**src/rtl/sdc_pkg.sv**
```systemverilog
// Shared types and constants of the signal dispatch controller.
// No dependencies; every other file of the block imports this package.
package sdc_pkg;

  // field widths of the command and result words
  localparam int CMD_W  = 3;
  localparam int SIG_W  = 5;
  localparam int KIND_W = 2;
  localparam int MASK_W = 32;
  localparam int ADDR_W = 64;
  localparam int OC_W   = 2;

  // width of the pending, block and fatal bitmaps
  localparam int MAP_BITS = 32;

  // command codes
  typedef enum logic [CMD_W-1:0] {
    CMD_RAISE      = 3'd0,
    CMD_SET_ACTION = 3'd1,
    CMD_BLOCK      = 3'd2,
    CMD_UNBLOCK    = 3'd3,
    CMD_SET_MASK   = 3'd4,
    CMD_SUSPEND    = 3'd5,
    CMD_DELIVER    = 3'd6,
    CMD_RESTORE    = 3'd7
  } cmd_t;

  // disposition kinds
  localparam logic [KIND_W-1:0] KIND_DEFAULT = 2'd0;
  localparam logic [KIND_W-1:0] KIND_HANDLER = 2'd2;

  // deliver outcomes
  localparam logic [OC_W-1:0] OC_NONE      = 2'd0;
  localparam logic [OC_W-1:0] OC_HANDLER   = 2'd1;
  localparam logic [OC_W-1:0] OC_TERMINATE = 2'd2;

  // status codes
  localparam logic STATUS_OK     = 1'b0;
  localparam logic STATUS_REJECT = 1'b1;

  // one command word as held in the input register
  typedef struct packed {
    logic [CMD_W-1:0]  command;
    logic [SIG_W-1:0]  signal_number;
    logic [KIND_W-1:0] action_kind;
    logic              reset_on_delivery;
    logic [MASK_W-1:0] handler_mask_in;
    logic [ADDR_W-1:0] handler_address_in;
    logic [MASK_W-1:0] mask_value;
  } item_t;

  // one result word as held in the output register
  typedef struct packed {
    logic              status;
    logic [OC_W-1:0]   outcome;
    logic [SIG_W-1:0]  delivered_signal;
    logic [ADDR_W-1:0] handler_address_out;
    logic [MASK_W-1:0] reported_mask;
    logic [KIND_W-1:0] old_action_kind;
    logic              old_reset_flag;
    logic [MASK_W-1:0] old_handler_mask;
    logic              wake_ready;
  } res_t;

  // deliver selection handed from the picker to the top level
  typedef struct packed {
    logic                found;
    logic [SIG_W-1:0]    idx;
    logic [MAP_BITS-1:0] onehot;
    logic [MAP_BITS-1:0] clear;
  } sel_t;

endpackage

```
**src/rtl/sdc_cmd_if.sv**
```systemverilog
// Command channel of the signal dispatch controller: valid/ready plus one word.
// Depends on sdc_pkg for the field widths.
interface sdc_cmd_if import sdc_pkg::*; ();

  logic              valid;
  logic              ready;
  logic [CMD_W-1:0]  command;
  logic [SIG_W-1:0]  signal_number;
  logic [KIND_W-1:0] action_kind;
  logic              reset_on_delivery;
  logic [MASK_W-1:0] handler_mask_in;
  logic [ADDR_W-1:0] handler_address_in;
  logic [MASK_W-1:0] mask_value;

  modport source (
    output valid, command, signal_number, action_kind, reset_on_delivery,
           handler_mask_in, handler_address_in, mask_value,
    input  ready
  );

  modport sink (
    input  valid, command, signal_number, action_kind, reset_on_delivery,
           handler_mask_in, handler_address_in, mask_value,
    output ready
  );

endinterface

```
**src/rtl/sdc_res_if.sv**
```systemverilog
// Result channel of the signal dispatch controller: valid/ready plus one word.
// Depends on sdc_pkg for the field widths.
interface sdc_res_if import sdc_pkg::*; ();

  logic              valid;
  logic              ready;
  logic              status;
  logic [OC_W-1:0]   outcome;
  logic [SIG_W-1:0]  delivered_signal;
  logic [ADDR_W-1:0] handler_address_out;
  logic [MASK_W-1:0] reported_mask;
  logic [KIND_W-1:0] old_action_kind;
  logic              old_reset_flag;
  logic [MASK_W-1:0] old_handler_mask;
  logic              wake_ready;

  modport source (
    output valid, status, outcome, delivered_signal, handler_address_out,
           reported_mask, old_action_kind, old_reset_flag, old_handler_mask,
           wake_ready,
    input  ready
  );

  modport sink (
    input  valid, status, outcome, delivered_signal, handler_address_out,
           reported_mask, old_action_kind, old_reset_flag, old_handler_mask,
           wake_ready,
    output ready
  );

endinterface

```
**src/rtl/signal_dispatch_controller.sv**
```systemverilog
// Signal dispatch controller top level: input register, single-pass command
// logic, result register. Depends on sdc_pkg, sdc_cmd_if, sdc_res_if, sdc_pick.
//
// Usage:
//   in_word  - command words (raise, set action, mask updates, suspend,
//              deliver, restore), taken when valid and ready are both high.
//   out_word - exactly one result word per command, in command order.
//   cfg_wr_en / cfg_wr_data - write the fatal-default mask; write only while
//              no command is in flight.
// Path: a taken word waits in the input register until the result register can
//   accept; it then executes and its result is registered in the result register.
// Throughput: one command per cycle while the result is taken; the pending/mask
//   update, the priority pick of the deliver scan and the single table access
//   all sit in the one stage between the input and result registers.
// Reset (rst_n low, synchronous): pending, masks, stash, fatal mask and the
//   disposition table read as all zero right after reset; no sweep is needed.
// Stall: when out_word.ready is low the result word holds, one more command
//   waits in the input register, and in_word.ready drops until space frees.
module signal_dispatch_controller import sdc_pkg::*; #(
  parameter int SIGNAL_COUNT = 32,
  parameter int KILL_INDEX   = 9
) (
  input  logic                clk,
  input  logic                rst_n,
  sdc_cmd_if.sink             in_word,
  sdc_res_if.source           out_word,
  input  logic                cfg_wr_en,
  input  logic [MASK_W-1:0]   cfg_wr_data
);

  localparam int TBL_DEPTH = (SIGNAL_COUNT < MAP_BITS) ? SIGNAL_COUNT : MAP_BITS;
  localparam int TBL_AW    = $clog2(TBL_DEPTH);

  localparam logic [MAP_BITS-1:0] KILL_BIT   = MAP_BITS'(1) << KILL_INDEX;
  localparam logic [SIG_W-1:0]    KILL_SIG   = SIG_W'(KILL_INDEX);
  localparam logic [MAP_BITS:0]   RANGE_ONES =
      ((MAP_BITS+1)'(1) << TBL_DEPTH) - (MAP_BITS+1)'(1);
  localparam logic [MAP_BITS-1:0] SCAN_MASK  = RANGE_ONES[MAP_BITS-1:0] & ~MAP_BITS'(1);

  // handshake registers
  logic  iv_r;
  item_t item_r;
  logic  ov_r;
  res_t  res_r;
  res_t  res_nxt;
  logic  exec;

  // controller state
  logic [MAP_BITS-1:0] fatal_r;
  logic [MAP_BITS-1:0] pend_r, pend_nxt;
  logic [MAP_BITS-1:0] block_r, block_nxt;
  logic [MAP_BITS-1:0] stash_r, stash_nxt;
  logic                stash_v_r, stash_v_nxt;

  // disposition table
  logic [KIND_W-1:0] kind_r     [TBL_DEPTH];
  logic              once_r     [TBL_DEPTH];
  logic              ent_v_r    [TBL_DEPTH];
  logic [MASK_W-1:0] hmask_r    [TBL_DEPTH];
  logic [ADDR_W-1:0] entry_r    [TBL_DEPTH];

  logic [TBL_AW-1:0] tbl_idx;
  logic [KIND_W-1:0] rd_kind;
  logic              rd_once;
  logic [MASK_W-1:0] rd_hmask;
  logic [ADDR_W-1:0] rd_entry;
  logic              tbl_we_set;
  logic              tbl_we_revert;

  logic [MAP_BITS-1:0] dflt_vec;
  logic [MAP_BITS-1:0] hdl_vec;
  sel_t                sel;
  cmd_t                cmd;
  logic                sig_in_range;
  logic [MAP_BITS-1:0] sig_bit;
  logic [MAP_BITS-1:0] mval_nokill;

  // pipeline handshake
  assign exec          = iv_r && (!ov_r || out_word.ready);
  assign in_word.ready = !iv_r || exec;

  always_ff @(posedge clk) begin
    if (!rst_n) begin
      iv_r <= 1'b0;
      ov_r <= 1'b0;
    end else begin
      if (in_word.valid && in_word.ready) begin
        iv_r <= 1'b1;
      end else if (exec) begin
        iv_r <= 1'b0;
      end
      if (exec) begin
        ov_r <= 1'b1;
      end else if (out_word.ready) begin
        ov_r <= 1'b0;
      end
    end
  end

  // input and result payload
  always_ff @(posedge clk) begin
    if (in_word.valid && in_word.ready) begin
      item_r.command            <= in_word.command;
      item_r.signal_number      <= in_word.signal_number;
      item_r.action_kind        <= in_word.action_kind;
      item_r.reset_on_delivery  <= in_word.reset_on_delivery;
      item_r.handler_mask_in    <= in_word.handler_mask_in;
      item_r.handler_address_in <= in_word.handler_address_in;
      item_r.mask_value         <= in_word.mask_value;
    end
    if (exec) res_r <= res_nxt;
  end

  assign out_word.valid               = ov_r;
  assign out_word.status              = res_r.status;
  assign out_word.outcome             = res_r.outcome;
  assign out_word.delivered_signal    = res_r.delivered_signal;
  assign out_word.handler_address_out = res_r.handler_address_out;
  assign out_word.reported_mask       = res_r.reported_mask;
  assign out_word.old_action_kind     = res_r.old_action_kind;
  assign out_word.old_reset_flag      = res_r.old_reset_flag;
  assign out_word.old_handler_mask    = res_r.old_handler_mask;
  assign out_word.wake_ready          = res_r.wake_ready;

  // per-signal kind flags for the deliver scan
  for (genvar i = 0; i < MAP_BITS; i++) begin : g_kind
    if (i < TBL_DEPTH) begin : g_on
      assign dflt_vec[i] = (kind_r[i] == KIND_DEFAULT);
      assign hdl_vec[i]  = (kind_r[i] == KIND_HANDLER);
    end else begin : g_off
      assign dflt_vec[i] = 1'b0;
      assign hdl_vec[i]  = 1'b0;
    end
  end

  sdc_pick #(
    .KILL_INDEX (KILL_INDEX),
    .SCAN_MASK  (SCAN_MASK)
  ) u_pick (
    .pending    (pend_r),
    .block      (block_r),
    .dflt_vec   (dflt_vec),
    .hdl_vec    (hdl_vec),
    .fatal_mask (fatal_r),
    .sel        (sel)
  );

  // one table access: chosen signal on deliver, addressed signal otherwise
  assign cmd     = cmd_t'(item_r.command);
  assign tbl_idx = (cmd == CMD_DELIVER) ? sel.idx[TBL_AW-1:0]
                                        : item_r.signal_number[TBL_AW-1:0];
  assign rd_kind  = kind_r[tbl_idx];
  assign rd_once  = once_r[tbl_idx];
  assign rd_hmask = ent_v_r[tbl_idx] ? hmask_r[tbl_idx] : '0;
  assign rd_entry = ent_v_r[tbl_idx] ? entry_r[tbl_idx] : '0;

  assign sig_in_range = ({1'b0, item_r.signal_number} < (SIG_W+1)'(TBL_DEPTH));
  assign sig_bit      = MAP_BITS'(1) << item_r.signal_number;
  assign mval_nokill  = item_r.mask_value & ~KILL_BIT;

  // command execution
  always_comb begin
    res_nxt       = '0;
    pend_nxt      = pend_r;
    block_nxt     = block_r;
    stash_nxt     = stash_r;
    stash_v_nxt   = stash_v_r;
    tbl_we_set    = 1'b0;
    tbl_we_revert = 1'b0;
    unique case (cmd)
      CMD_RAISE: begin
        if (item_r.signal_number != '0) begin
          if (!sig_in_range) res_nxt.status = STATUS_REJECT;
          else pend_nxt = pend_r | sig_bit;
        end
      end
      CMD_SET_ACTION: begin
        if (item_r.signal_number == '0 || item_r.signal_number == KILL_SIG ||
            !sig_in_range || item_r.action_kind > KIND_HANDLER) begin
          res_nxt.status = STATUS_REJECT;
        end else begin
          res_nxt.handler_address_out = rd_entry;
          res_nxt.old_action_kind     = rd_kind;
          res_nxt.old_reset_flag      = rd_once;
          res_nxt.old_handler_mask    = rd_hmask;
          tbl_we_set                  = 1'b1;
        end
      end
      CMD_BLOCK: begin
        res_nxt.reported_mask = block_r;
        block_nxt = block_r | mval_nokill;
      end
      CMD_UNBLOCK: begin
        res_nxt.reported_mask = block_r;
        block_nxt = block_r & ~mval_nokill;
      end
      CMD_SET_MASK: begin
        res_nxt.reported_mask = block_r;
        block_nxt = mval_nokill;
      end
      CMD_SUSPEND: begin
        res_nxt.reported_mask = block_r;
        stash_nxt   = block_r;
        stash_v_nxt = 1'b1;
        block_nxt   = mval_nokill;
      end
      CMD_DELIVER: begin
        pend_nxt = pend_r & ~sel.clear;
        if (sel.found) begin
          res_nxt.delivered_signal = sel.idx;
          if (((sel.onehot & hdl_vec) != '0) && ((sel.onehot & KILL_BIT) == '0)) begin
            // run the handler; frame mask is the stash if one is held
            res_nxt.outcome             = OC_HANDLER;
            res_nxt.handler_address_out = rd_entry;
            res_nxt.reported_mask       = stash_v_r ? stash_r : block_r;
            stash_v_nxt                 = 1'b0;
            block_nxt                   = block_r | rd_hmask | sel.onehot;
            tbl_we_revert               = rd_once;
          end else begin
            res_nxt.outcome = OC_TERMINATE;
          end
        end else if (stash_v_r) begin
          // nothing to deliver: leave suspend
          block_nxt   = stash_r;
          stash_v_nxt = 1'b0;
        end
      end
      CMD_RESTORE: begin
        res_nxt.reported_mask = block_r;
        block_nxt = item_r.mask_value;
      end
      default: begin
        res_nxt.status = STATUS_OK;
      end
    endcase
    res_nxt.wake_ready = ((pend_nxt & ~block_nxt) | (pend_nxt & KILL_BIT)) != '0;
  end

  // state registers
  always_ff @(posedge clk) begin
    if (!rst_n) begin
      fatal_r   <= '0;
      pend_r    <= '0;
      block_r   <= '0;
      stash_r   <= '0;
      stash_v_r <= 1'b0;
    end else begin
      if (cfg_wr_en) fatal_r <= cfg_wr_data;
      if (exec) begin
        pend_r    <= pend_nxt;
        block_r   <= block_nxt;
        stash_r   <= stash_nxt;
        stash_v_r <= stash_v_nxt;
      end
    end
  end

  // disposition table writes
  always_ff @(posedge clk) begin
    if (!rst_n) begin
      for (int i = 0; i < TBL_DEPTH; i++) begin
        kind_r[i]  <= KIND_DEFAULT;
        once_r[i]  <= 1'b0;
        ent_v_r[i] <= 1'b0;
      end
    end else if (exec) begin
      if (tbl_we_set) begin
        kind_r[tbl_idx]  <= item_r.action_kind;
        once_r[tbl_idx]  <= item_r.reset_on_delivery;
        ent_v_r[tbl_idx] <= 1'b1;
      end else if (tbl_we_revert) begin
        kind_r[tbl_idx] <= KIND_DEFAULT;
      end
    end
  end

  // wide table payload, qualified by the entry valid bits
  always_ff @(posedge clk) begin
    if (exec) begin
      if (tbl_we_set) begin
        hmask_r[tbl_idx] <= item_r.handler_mask_in;
        entry_r[tbl_idx] <= item_r.handler_address_in;
      end else if (tbl_we_revert) begin
        entry_r[tbl_idx] <= '0;
      end
    end
  end

`ifndef NO_ASSERTIONS
  a_stall_holds_item: assert property (@(posedge clk) disable iff (!rst_n)
    iv_r && ov_r && !out_word.ready |=> iv_r)
    else $error("queued command lost while result stalled");

  a_suspend_stashes: assert property (@(posedge clk) disable iff (!rst_n)
    exec && cmd == CMD_SUSPEND |=> stash_v_r)
    else $error("suspend did not leave a valid stash");

  a_handler_self_block: assert property (@(posedge clk) disable iff (!rst_n)
    exec && res_nxt.outcome == OC_HANDLER |=> block_r[res_r.delivered_signal])
    else $error("handler delivery did not block its own signal");

  a_pick_onehot: assert property (@(posedge clk) disable iff (!rst_n)
    sel.found |-> $onehot(sel.onehot))
    else $error("deliver pick is not one-hot");

  a_no_signal_zero: assert property (@(posedge clk) disable iff (!rst_n)
    ov_r && res_r.outcome != OC_NONE |-> res_r.delivered_signal != '0)
    else $error("signal zero delivered");

  a_kill_wakes: assert property (@(posedge clk) disable iff (!rst_n)
    exec && (pend_nxt & KILL_BIT) != '0 |=> res_r.wake_ready)
    else $error("pending kill without wake");
`endif

endmodule

```
**src/rtl/sdc_pick.sv**
```systemverilog
// Deliver picker: finds the lowest deliverable signal that stops the scan and
// the set of pending bits the scan consumes. Depends on sdc_pkg.
module sdc_pick import sdc_pkg::*; #(
  parameter int                  KILL_INDEX = 9,
  parameter logic [MAP_BITS-1:0] SCAN_MASK  = 32'hFFFF_FFFE
) (
  input  logic [MAP_BITS-1:0] pending,
  input  logic [MAP_BITS-1:0] block,
  input  logic [MAP_BITS-1:0] dflt_vec,
  input  logic [MAP_BITS-1:0] hdl_vec,
  input  logic [MAP_BITS-1:0] fatal_mask,
  output sel_t                sel
);

  localparam logic [MAP_BITS-1:0] KILL_BIT = MAP_BITS'(1) << KILL_INDEX;

  logic [MAP_BITS-1:0] dlv;
  logic [MAP_BITS-1:0] stop;
  logic [MAP_BITS-1:0] onehot;
  logic [MAP_BITS-1:0] upto;
  logic [SIG_W-1:0]    idx;

  // deliverable signals; kill ignores the mask
  assign dlv = ((pending & ~block) | (pending & KILL_BIT)) & SCAN_MASK;

  // a signal stops the scan if it terminates or runs a handler
  assign stop   = dlv & (KILL_BIT | (dflt_vec & fatal_mask) | hdl_vec);
  assign onehot = stop & (~stop + MAP_BITS'(1));

  // every deliverable signal at or below the chosen one is consumed; with no pick, all are
  assign upto = (stop != '0) ? (onehot | (onehot - MAP_BITS'(1))) : '1;

  // encode the one-hot pick
  always_comb begin
    idx = '0;
    for (int i = 0; i < MAP_BITS; i++) begin
      if (onehot[i]) idx = idx | SIG_W'(i);
    end
  end

  assign sel.found  = (stop != '0);
  assign sel.idx    = idx;
  assign sel.onehot = onehot;
  assign sel.clear  = dlv & upto;

endmodule
```
**src/flat_wrapper.sv**
```systemverilog
// flat-port wrapper written by rule: the top's interface ports become plain ports
module signal_dispatch_controller_flat import sdc_pkg::*;
#(
  parameter int SIGNAL_COUNT = 32,
  parameter int KILL_INDEX   = 9
)
  (clk, rst_n, cfg_wr_en, cfg_wr_data, in_word_valid, in_word_command, in_word_signal_number, in_word_action_kind, in_word_reset_on_delivery, in_word_handler_mask_in, in_word_handler_address_in, in_word_mask_value, in_word_ready, out_word_valid, out_word_status, out_word_outcome, out_word_delivered_signal, out_word_handler_address_out, out_word_reported_mask, out_word_old_action_kind, out_word_old_reset_flag, out_word_old_handler_mask, out_word_wake_ready, out_word_ready);
  sdc_cmd_if in_word_i ();
  sdc_res_if out_word_i ();
  input  logic clk;
  input  logic rst_n;
  input  logic cfg_wr_en;
  input  logic [MASK_W-1:0] cfg_wr_data;
  input wire logic [$bits(in_word_i.valid)-1:0] in_word_valid;
  input wire logic [$bits(in_word_i.command)-1:0] in_word_command;
  input wire logic [$bits(in_word_i.signal_number)-1:0] in_word_signal_number;
  input wire logic [$bits(in_word_i.action_kind)-1:0] in_word_action_kind;
  input wire logic [$bits(in_word_i.reset_on_delivery)-1:0] in_word_reset_on_delivery;
  input wire logic [$bits(in_word_i.handler_mask_in)-1:0] in_word_handler_mask_in;
  input wire logic [$bits(in_word_i.handler_address_in)-1:0] in_word_handler_address_in;
  input wire logic [$bits(in_word_i.mask_value)-1:0] in_word_mask_value;
  output wire logic [$bits(in_word_i.ready)-1:0] in_word_ready;
  output wire logic [$bits(out_word_i.valid)-1:0] out_word_valid;
  output wire logic [$bits(out_word_i.status)-1:0] out_word_status;
  output wire logic [$bits(out_word_i.outcome)-1:0] out_word_outcome;
  output wire logic [$bits(out_word_i.delivered_signal)-1:0] out_word_delivered_signal;
  output wire logic [$bits(out_word_i.handler_address_out)-1:0] out_word_handler_address_out;
  output wire logic [$bits(out_word_i.reported_mask)-1:0] out_word_reported_mask;
  output wire logic [$bits(out_word_i.old_action_kind)-1:0] out_word_old_action_kind;
  output wire logic [$bits(out_word_i.old_reset_flag)-1:0] out_word_old_reset_flag;
  output wire logic [$bits(out_word_i.old_handler_mask)-1:0] out_word_old_handler_mask;
  output wire logic [$bits(out_word_i.wake_ready)-1:0] out_word_wake_ready;
  input wire logic [$bits(out_word_i.ready)-1:0] out_word_ready;
  assign in_word_i.valid = in_word_valid;
  assign in_word_i.command = in_word_command;
  assign in_word_i.signal_number = in_word_signal_number;
  assign in_word_i.action_kind = in_word_action_kind;
  assign in_word_i.reset_on_delivery = in_word_reset_on_delivery;
  assign in_word_i.handler_mask_in = in_word_handler_mask_in;
  assign in_word_i.handler_address_in = in_word_handler_address_in;
  assign in_word_i.mask_value = in_word_mask_value;
  assign in_word_ready = in_word_i.ready;
  assign out_word_valid = out_word_i.valid;
  assign out_word_status = out_word_i.status;
  assign out_word_outcome = out_word_i.outcome;
  assign out_word_delivered_signal = out_word_i.delivered_signal;
  assign out_word_handler_address_out = out_word_i.handler_address_out;
  assign out_word_reported_mask = out_word_i.reported_mask;
  assign out_word_old_action_kind = out_word_i.old_action_kind;
  assign out_word_old_reset_flag = out_word_i.old_reset_flag;
  assign out_word_old_handler_mask = out_word_i.old_handler_mask;
  assign out_word_wake_ready = out_word_i.wake_ready;
  assign out_word_i.ready = out_word_ready;
  signal_dispatch_controller #(.SIGNAL_COUNT(SIGNAL_COUNT), .KILL_INDEX(KILL_INDEX)) u_core (.clk(clk), .rst_n(rst_n), .in_word(in_word_i), .out_word(out_word_i), .cfg_wr_en(cfg_wr_en), .cfg_wr_data(cfg_wr_data));
endmodule
```
**config.mk**
```make
export PLATFORM = sky130hd
export DESIGN_NAME = signal_dispatch_controller_flat
export DESIGN_NICKNAME = d
export VERILOG_FILES = /design/src/rtl/sdc_pkg.sv /design/src/rtl/sdc_cmd_if.sv /design/src/rtl/sdc_res_if.sv /design/src/rtl/signal_dispatch_controller.sv /design/src/rtl/sdc_pick.sv /design/src/flat_wrapper.sv
export SDC_FILE = /design/constraint.sdc
export NUM_CORES = 2
export LEC_CHECK = 0
export BUFFER_PORTS_ARGS = -buffer_cell sky130_fd_sc_hd__buf_2
export CORE_ASPECT_RATIO = 0.6
export CORE_UTILIZATION = 60
export CTS_CLUSTER_SIZE = 28
export DETAILED_ROUTE_END_ITERATION = 12
export PLACE_DENSITY_LB_ADDON = 0.12
export SETUP_SLACK_MARGIN = 0.3
export SYNTH_ARGS = -nofsm -noshare
export SYNTH_HDL_FRONTEND = slang
export SYNTH_SLANG_ARGS = --single-unit
```
**constraint.sdc**
```tcl
create_clock -name clk -period 13.5 [get_ports clk]
set_clock_uncertainty 0.2 [all_clocks]
set_input_delay 2.7 -clock clk [delete_from_list [all_inputs] [get_ports clk]]
set_output_delay 2.7 -clock clk [all_outputs]
set_load 0.05 [all_outputs]
```
### Word-level counts from Yosys, hierarchy flattened

Memories as Yosys holds them, arrays and structs flattened.
Index checks and enable logic that the tools add are counted.

| storage, ports and cells | value |
|---|---|
| flip-flop bits (word level) | 410 |
| RAM bits | 3200 |
| input port bits | 176 |
| output and inout port bits | 142 |
| logic and storage cells | 291 |
| memories kept | 5 |

| operators by class | value |
|---|---|
| add/sub/neg operators | 2 |
| $lt $le $gt $ge | 1 |
| eq/ne operators | 48 |
| shift operators | 1 |
| multiplexer cells | 132 |
| bitwise gates (word level) | 24 |
| reduce and logical (&&, ||, !) cells | 55 |

Memory list:

| memory | words | width | rd ports | clocked after Yosys merged registers in | wr ports | RTL line | source |
|---|---|---|---|---|---|---|---|
| u_core.entry_r | 32 | 64 | 1 | 0 | 1 | signal_dispatch_controller.sv:60 | `logic [ADDR_W-1:0] entry_r [TBL_DEPTH];` |
| u_core.hmask_r | 32 | 32 | 1 | 0 | 1 | signal_dispatch_controller.sv:59 | `logic [MASK_W-1:0] hmask_r [TBL_DEPTH];` |
| u_core.kind_r | 32 | 2 | 33 | 0 | 32 | signal_dispatch_controller.sv:56 | `logic [KIND_W-1:0] kind_r [TBL_DEPTH];` |
| u_core.ent_v_r | 32 | 1 | 1 | 0 | 32 | signal_dispatch_controller.sv:58 | `logic ent_v_r [TBL_DEPTH];` |
| u_core.once_r | 32 | 1 | 1 | 0 | 32 | signal_dispatch_controller.sv:57 | `logic once_r [TBL_DEPTH];` |

Operator list:

| kind | count |
|---|---|
| $mux W32 | 23 |
| $and A32 B32 Y32 | 9 |
| $mux W96 | 3 |
| $mux W64 | 4 |
| $mux W103 | 2 |
| $or A32 B32 Y32 | 6 |
| $not A32 Y32 | 5 |
| $pmux W32 S5 | 1 |
| $pmux W32 S2 | 2 |
| $pmux W64 S2 | 1 |
| $mux W5 | 20 |
| $reduce_bool A32 Y1 | 3 |
| $mux W35 | 2 |
| $eq A2 B2 Y1 const B | 32 |
| $logic_not A2 Y1 | 32 |
| $or A32 B10 Y32 | 2 |
| $mux W1 | 53 |
| $add A32 B1 Y32 const B | 1 |
| $logic_not A32 Y1 | 1 |
| $mux W4 | 8 |
| $shl A1 B5 Y32 const A | 1 |
| $sub A32 B1 Y32 const B | 1 |
| $mux W2 | 7 |
| $eq A3 B3 Y1 const B | 4 |
| 22 further kinds | 40 |

### Logic depth before layout (Yosys ltp)

An unclocked memory read counts as a cell.

| logic depth | value |
|---|---|
| word-level depth | 55 |
| mapped depth | 27 |
| depth with buffers taken out | 16 |

### By module

From an unflattened synthesis, not the netlist that was laid out.

| second synthesis, totals | value |
|---|---|
| cells, all modules | 11190 |
| area total of the unflattened synthesis | 146739.5 um^2 |

Modules (own cells, without submodules):

| module | times used | cells an instance | area an instance (um^2) | seq. area each (um^2) |
|---|---|---|---|---|
| signal_dispatch_controller | 1 | 10934 | 145220.5 | 106452.1 |
| sdc_pick | 1 | 256 | 1519.0 | 0.0 |

### Least setup slack after synthesis

OpenSTA, ideal clock, no wires.

| timing | value |
|---|---|
| path type | input -> register |
| start point | in out_word_ready |
| end point | mem u_core.kind_r[23][0], enable pin |
| library setup time | 0.313 ns |
| data arrival time | 8.981 ns |
| data required time | 12.987 ns |
| slack | 4.006 ns |
| stages on the path | 10 |
| buffers on the path | 4 |
| cell sequence | nor2b_1 nand2b_1 clkbuf_1 or4_1 clkbuf_1 and2_1 buf_2 clkbuf_1 nor3_1 nand2b_1 |

RTL lines:

| what | RTL line | source |
|---|---|---|
| from (decl) | flat_wrapper.sv:33 | `input wire logic [$bits(out_word_i.ready)-1:0] out_word_ready;` |
| to (decl) | signal_dispatch_controller.sv:56 |  |

==> metrics.txt <==
outcome finished, final reports clean; Final Worst Setup Slack 3.51 ns; Post-DRT Antenna Nets 0; Tmin final roughly 10 ns; leakage about 57 nW; Post-DP HPWL around 240 mm; Setup-failing EPs final 0; hold buffers post-CTS 0; Worst-Margin Slew around 1.3 ns; synthesized cell area between 0.1 and 0.15 mm2; Worst Hold Path Cells 2; R2R Setup Slk ~3.5 ns; Critical Path Sink Type flip-flop; WP data required 13.83 ns; asr flop ratio synth 0%; multiplexer area fraction after synthesis around 2.9%; initial antenna violation count 15; Final Max Tran Viols 0; Rows roughly 140; residual DRC count 0; final cell count without fillers between 10k and 15k; Total Wirelength roughly 440 mm; reg-to-reg critical path endpoint u_core.out_word.wake_ready; simple-gate share of the synthesized area between 10% and 20%; CTS tree yes; overall routing resource usage a little over a third; Core Util, Final around 67%; number of synthesized register bits between 3k and 4k; # IOs 318; Hold Slack between 0.2 and 0.3 ns; Hold WC Path Type reg -> reg; initial core utilization slightly above 60%; Worst Hold End u_core.ent_v_r[9]; first-pass GRT wire length ~630 mm; Ys Warns 0; die area approximately 0.24 mm2; CP arrival 10.31 ns; Final Hold Viols 0; final instance area approximately 0.16 mm2; Post-CTS Resized 0; vias in the first global route 90.9k; pre-CTS setup slack 4.02 ns; layout cells sized above 1 9.48%; Iter 0 DRT Violations between 15k and 20k; Compound-Gate Fraction of Synth Area about 6.8%; Clock Tree Root clkbuf_16; Post-CTS Setup Repair Bufs 0; worst r2r path cells 18; nets@finish between 10k and 15k; router iterations before antenna repair 7; CTS sink cnt ~3.6k; largest net degree at the start of global routing ~210; Yosys top cell by area edfxtp_1; Post-synth EDFFs 3415; htree depth 5; sequential fraction of the synthesis area between 70% and 80%; share of the synthesized area in the top cell type between 70% and 80%; Synth Area in Adders 0%; RSZ-0062 raised after global routing no; CP Launch Type flip-flop; Inst Count DP between 10k and 15k; synth unique cells 100; Synth area leaders edfxtp_1 (71%), nand2_1 (7.3%), mux2i_1 (2.9%); Clock Path Buffers 4; Max IR drop VDD roughly 0.00015 V; I/O Buffers approximately 320; CTS buffer count 324; chip width 638 um; wire length per cell just under 30 um; Synth Area in XOR/XNOR 0%; largest family of logic cells by synthesized area simple AND/OR/NAND/NOR gates; Tcrit/Tclk final around three quarters; synthesized area per cell between 10 and 15 um2; core area ~0.24 mm2; die height roughly 380 um; critical path peak fanout 170; Placed Area between 0.15 and 0.2 mm2; Vias/cell 6.59; most common cell in the netlist edfxtp_1; Hold Startpoint u_core.ent_v_r[9]; GP Congestion 0.953; clock slew seen by the registers of the worst setup and hold paths ~0.060 ns; Clock Latency Late Sink approximately 0.89 ns; Max Cap Viol 0; via count around 98k; Post-Synthesis Cells between 10k and 15k; synthesis-to-layout area growth 10.6%; Setup Crit Path Kind reg -> reg; Max-Slew Margin vs Limit between 10% and 20%; Post-synth top cells edfxtp_1 (3415), nand2_1 (2840), nand3_1 (692); Main synth FF type edfxtp_1; Post-Route Setup TNS 0 ns; Fmax about 0.10 GHz; Reg2Reg Launch Point u_core.kind_r[4][1]; total power between 20 and 25 mW; crit path launch u_core.kind_r[4][1]; GRT overflow 0; pwr/cell area 146 mW/mm2
[flip-flops by register name (all words and copies together), names as in the netlist, 32 cells and up]
name and flops:
u_core.hmask_r 1024, u_core.block_r 32, u_core.out_word.old_handler_mask 32, u_core.out_word.reported_mask 32, u_core.out_word.handler_address_out 64, u_core.once_r 32, u_core.ent_v_r 32, u_core.kind_r 64
u_core.item_r 136, u_core.entry_r 2048, u_core.pend_r 32, u_core.stash_r 32
[worst max-delay path, cell delays in order (launching register included)]
cell       delay [ns]
edfxtp_1         0.47
o211ai_1         0.66
nand4_1          0.67
nor2_4           0.69
nand4b_1         0.38
and3_4           0.34
a21oi_4          0.20
buf_12           0.58
buf_4            0.81
buf_12           0.67
nand2_1          0.14
and3_1           0.22
a31oi_1          0.15
o22ai_1          0.11
or4_1            0.97
o21ai_0          0.43
o2111ai_1        0.17
a2111oi_0        0.96
o2111ai_1        0.31
[cells by family (layout without fill, tap and decap cells)]
logic type             after synthesis  after routing
AND/OR/NAND/NOR                   4782           4782
flip-flops                        3608           3608
AO/OA/AOI/OAI                     1586           1586
buffers and inverters              822           1166
multiplexers                       423            423
other                                1            203
[how the worst max path moves through the flow]
stage	endpoint	slack, ns
2_1_floorplan	u_core.kind_r[23][0]	4.01
3_3_place_gp	u_core.out_word.wake_ready	4.15
3_5_place_dp	u_core.out_word.wake_ready	4.02
4_1_cts	u_core.out_word.wake_ready	3.98
5_1_grt	u_core.out_word.wake_ready	3.52
6_report	u_core.out_word.wake_ready	3.51
[cell type report]
cell class | count | area [um2]
Sequential cell | 3608 | 106000
Fill cell | 16800 | 79100
Multi-Input combinational cell | 6987 | 36700
Clock buffer | 418 | 8790
Tap cell | 3172 | 3970
Timing Repair Buffer | 537 | 3530
Clock inverter | 157 | 1230
Inverter | 54 | 230
Antenna cell | 7 | 17.5
[per-layer routing]
metal | global-route usage [%] | share of wire, % | vias to the layer above
met4 | 12.1 | 3.7 | 12
met1 | 53.1 | 40 | 49000
met3 | 8.73 | 13 | 943
met2 | 50.8 | 43 | 6608
met5 | 0 | 0.023 | -
li1 | - | - | 41900
[cells in the final DEF (no fill, tap or decap), types with 212 or more instances in the layout]
master,n
edfxtp_1,3415
clkbuf_16,336
o22ai_1,212
a31oi_1,325
and3_1,316
buf_2,315
mux2i_1,418
nand3_1,689
nand2_1,2836
nor2_1,359
a21oi_1,486
[power by group]
group	internal, mW	switching (mW)
registers	12.4	0.127
logic	0.532	1.47
clock network	4.90	4.06
total	17.8	5.66
Power figures use the tool's default switching activity.
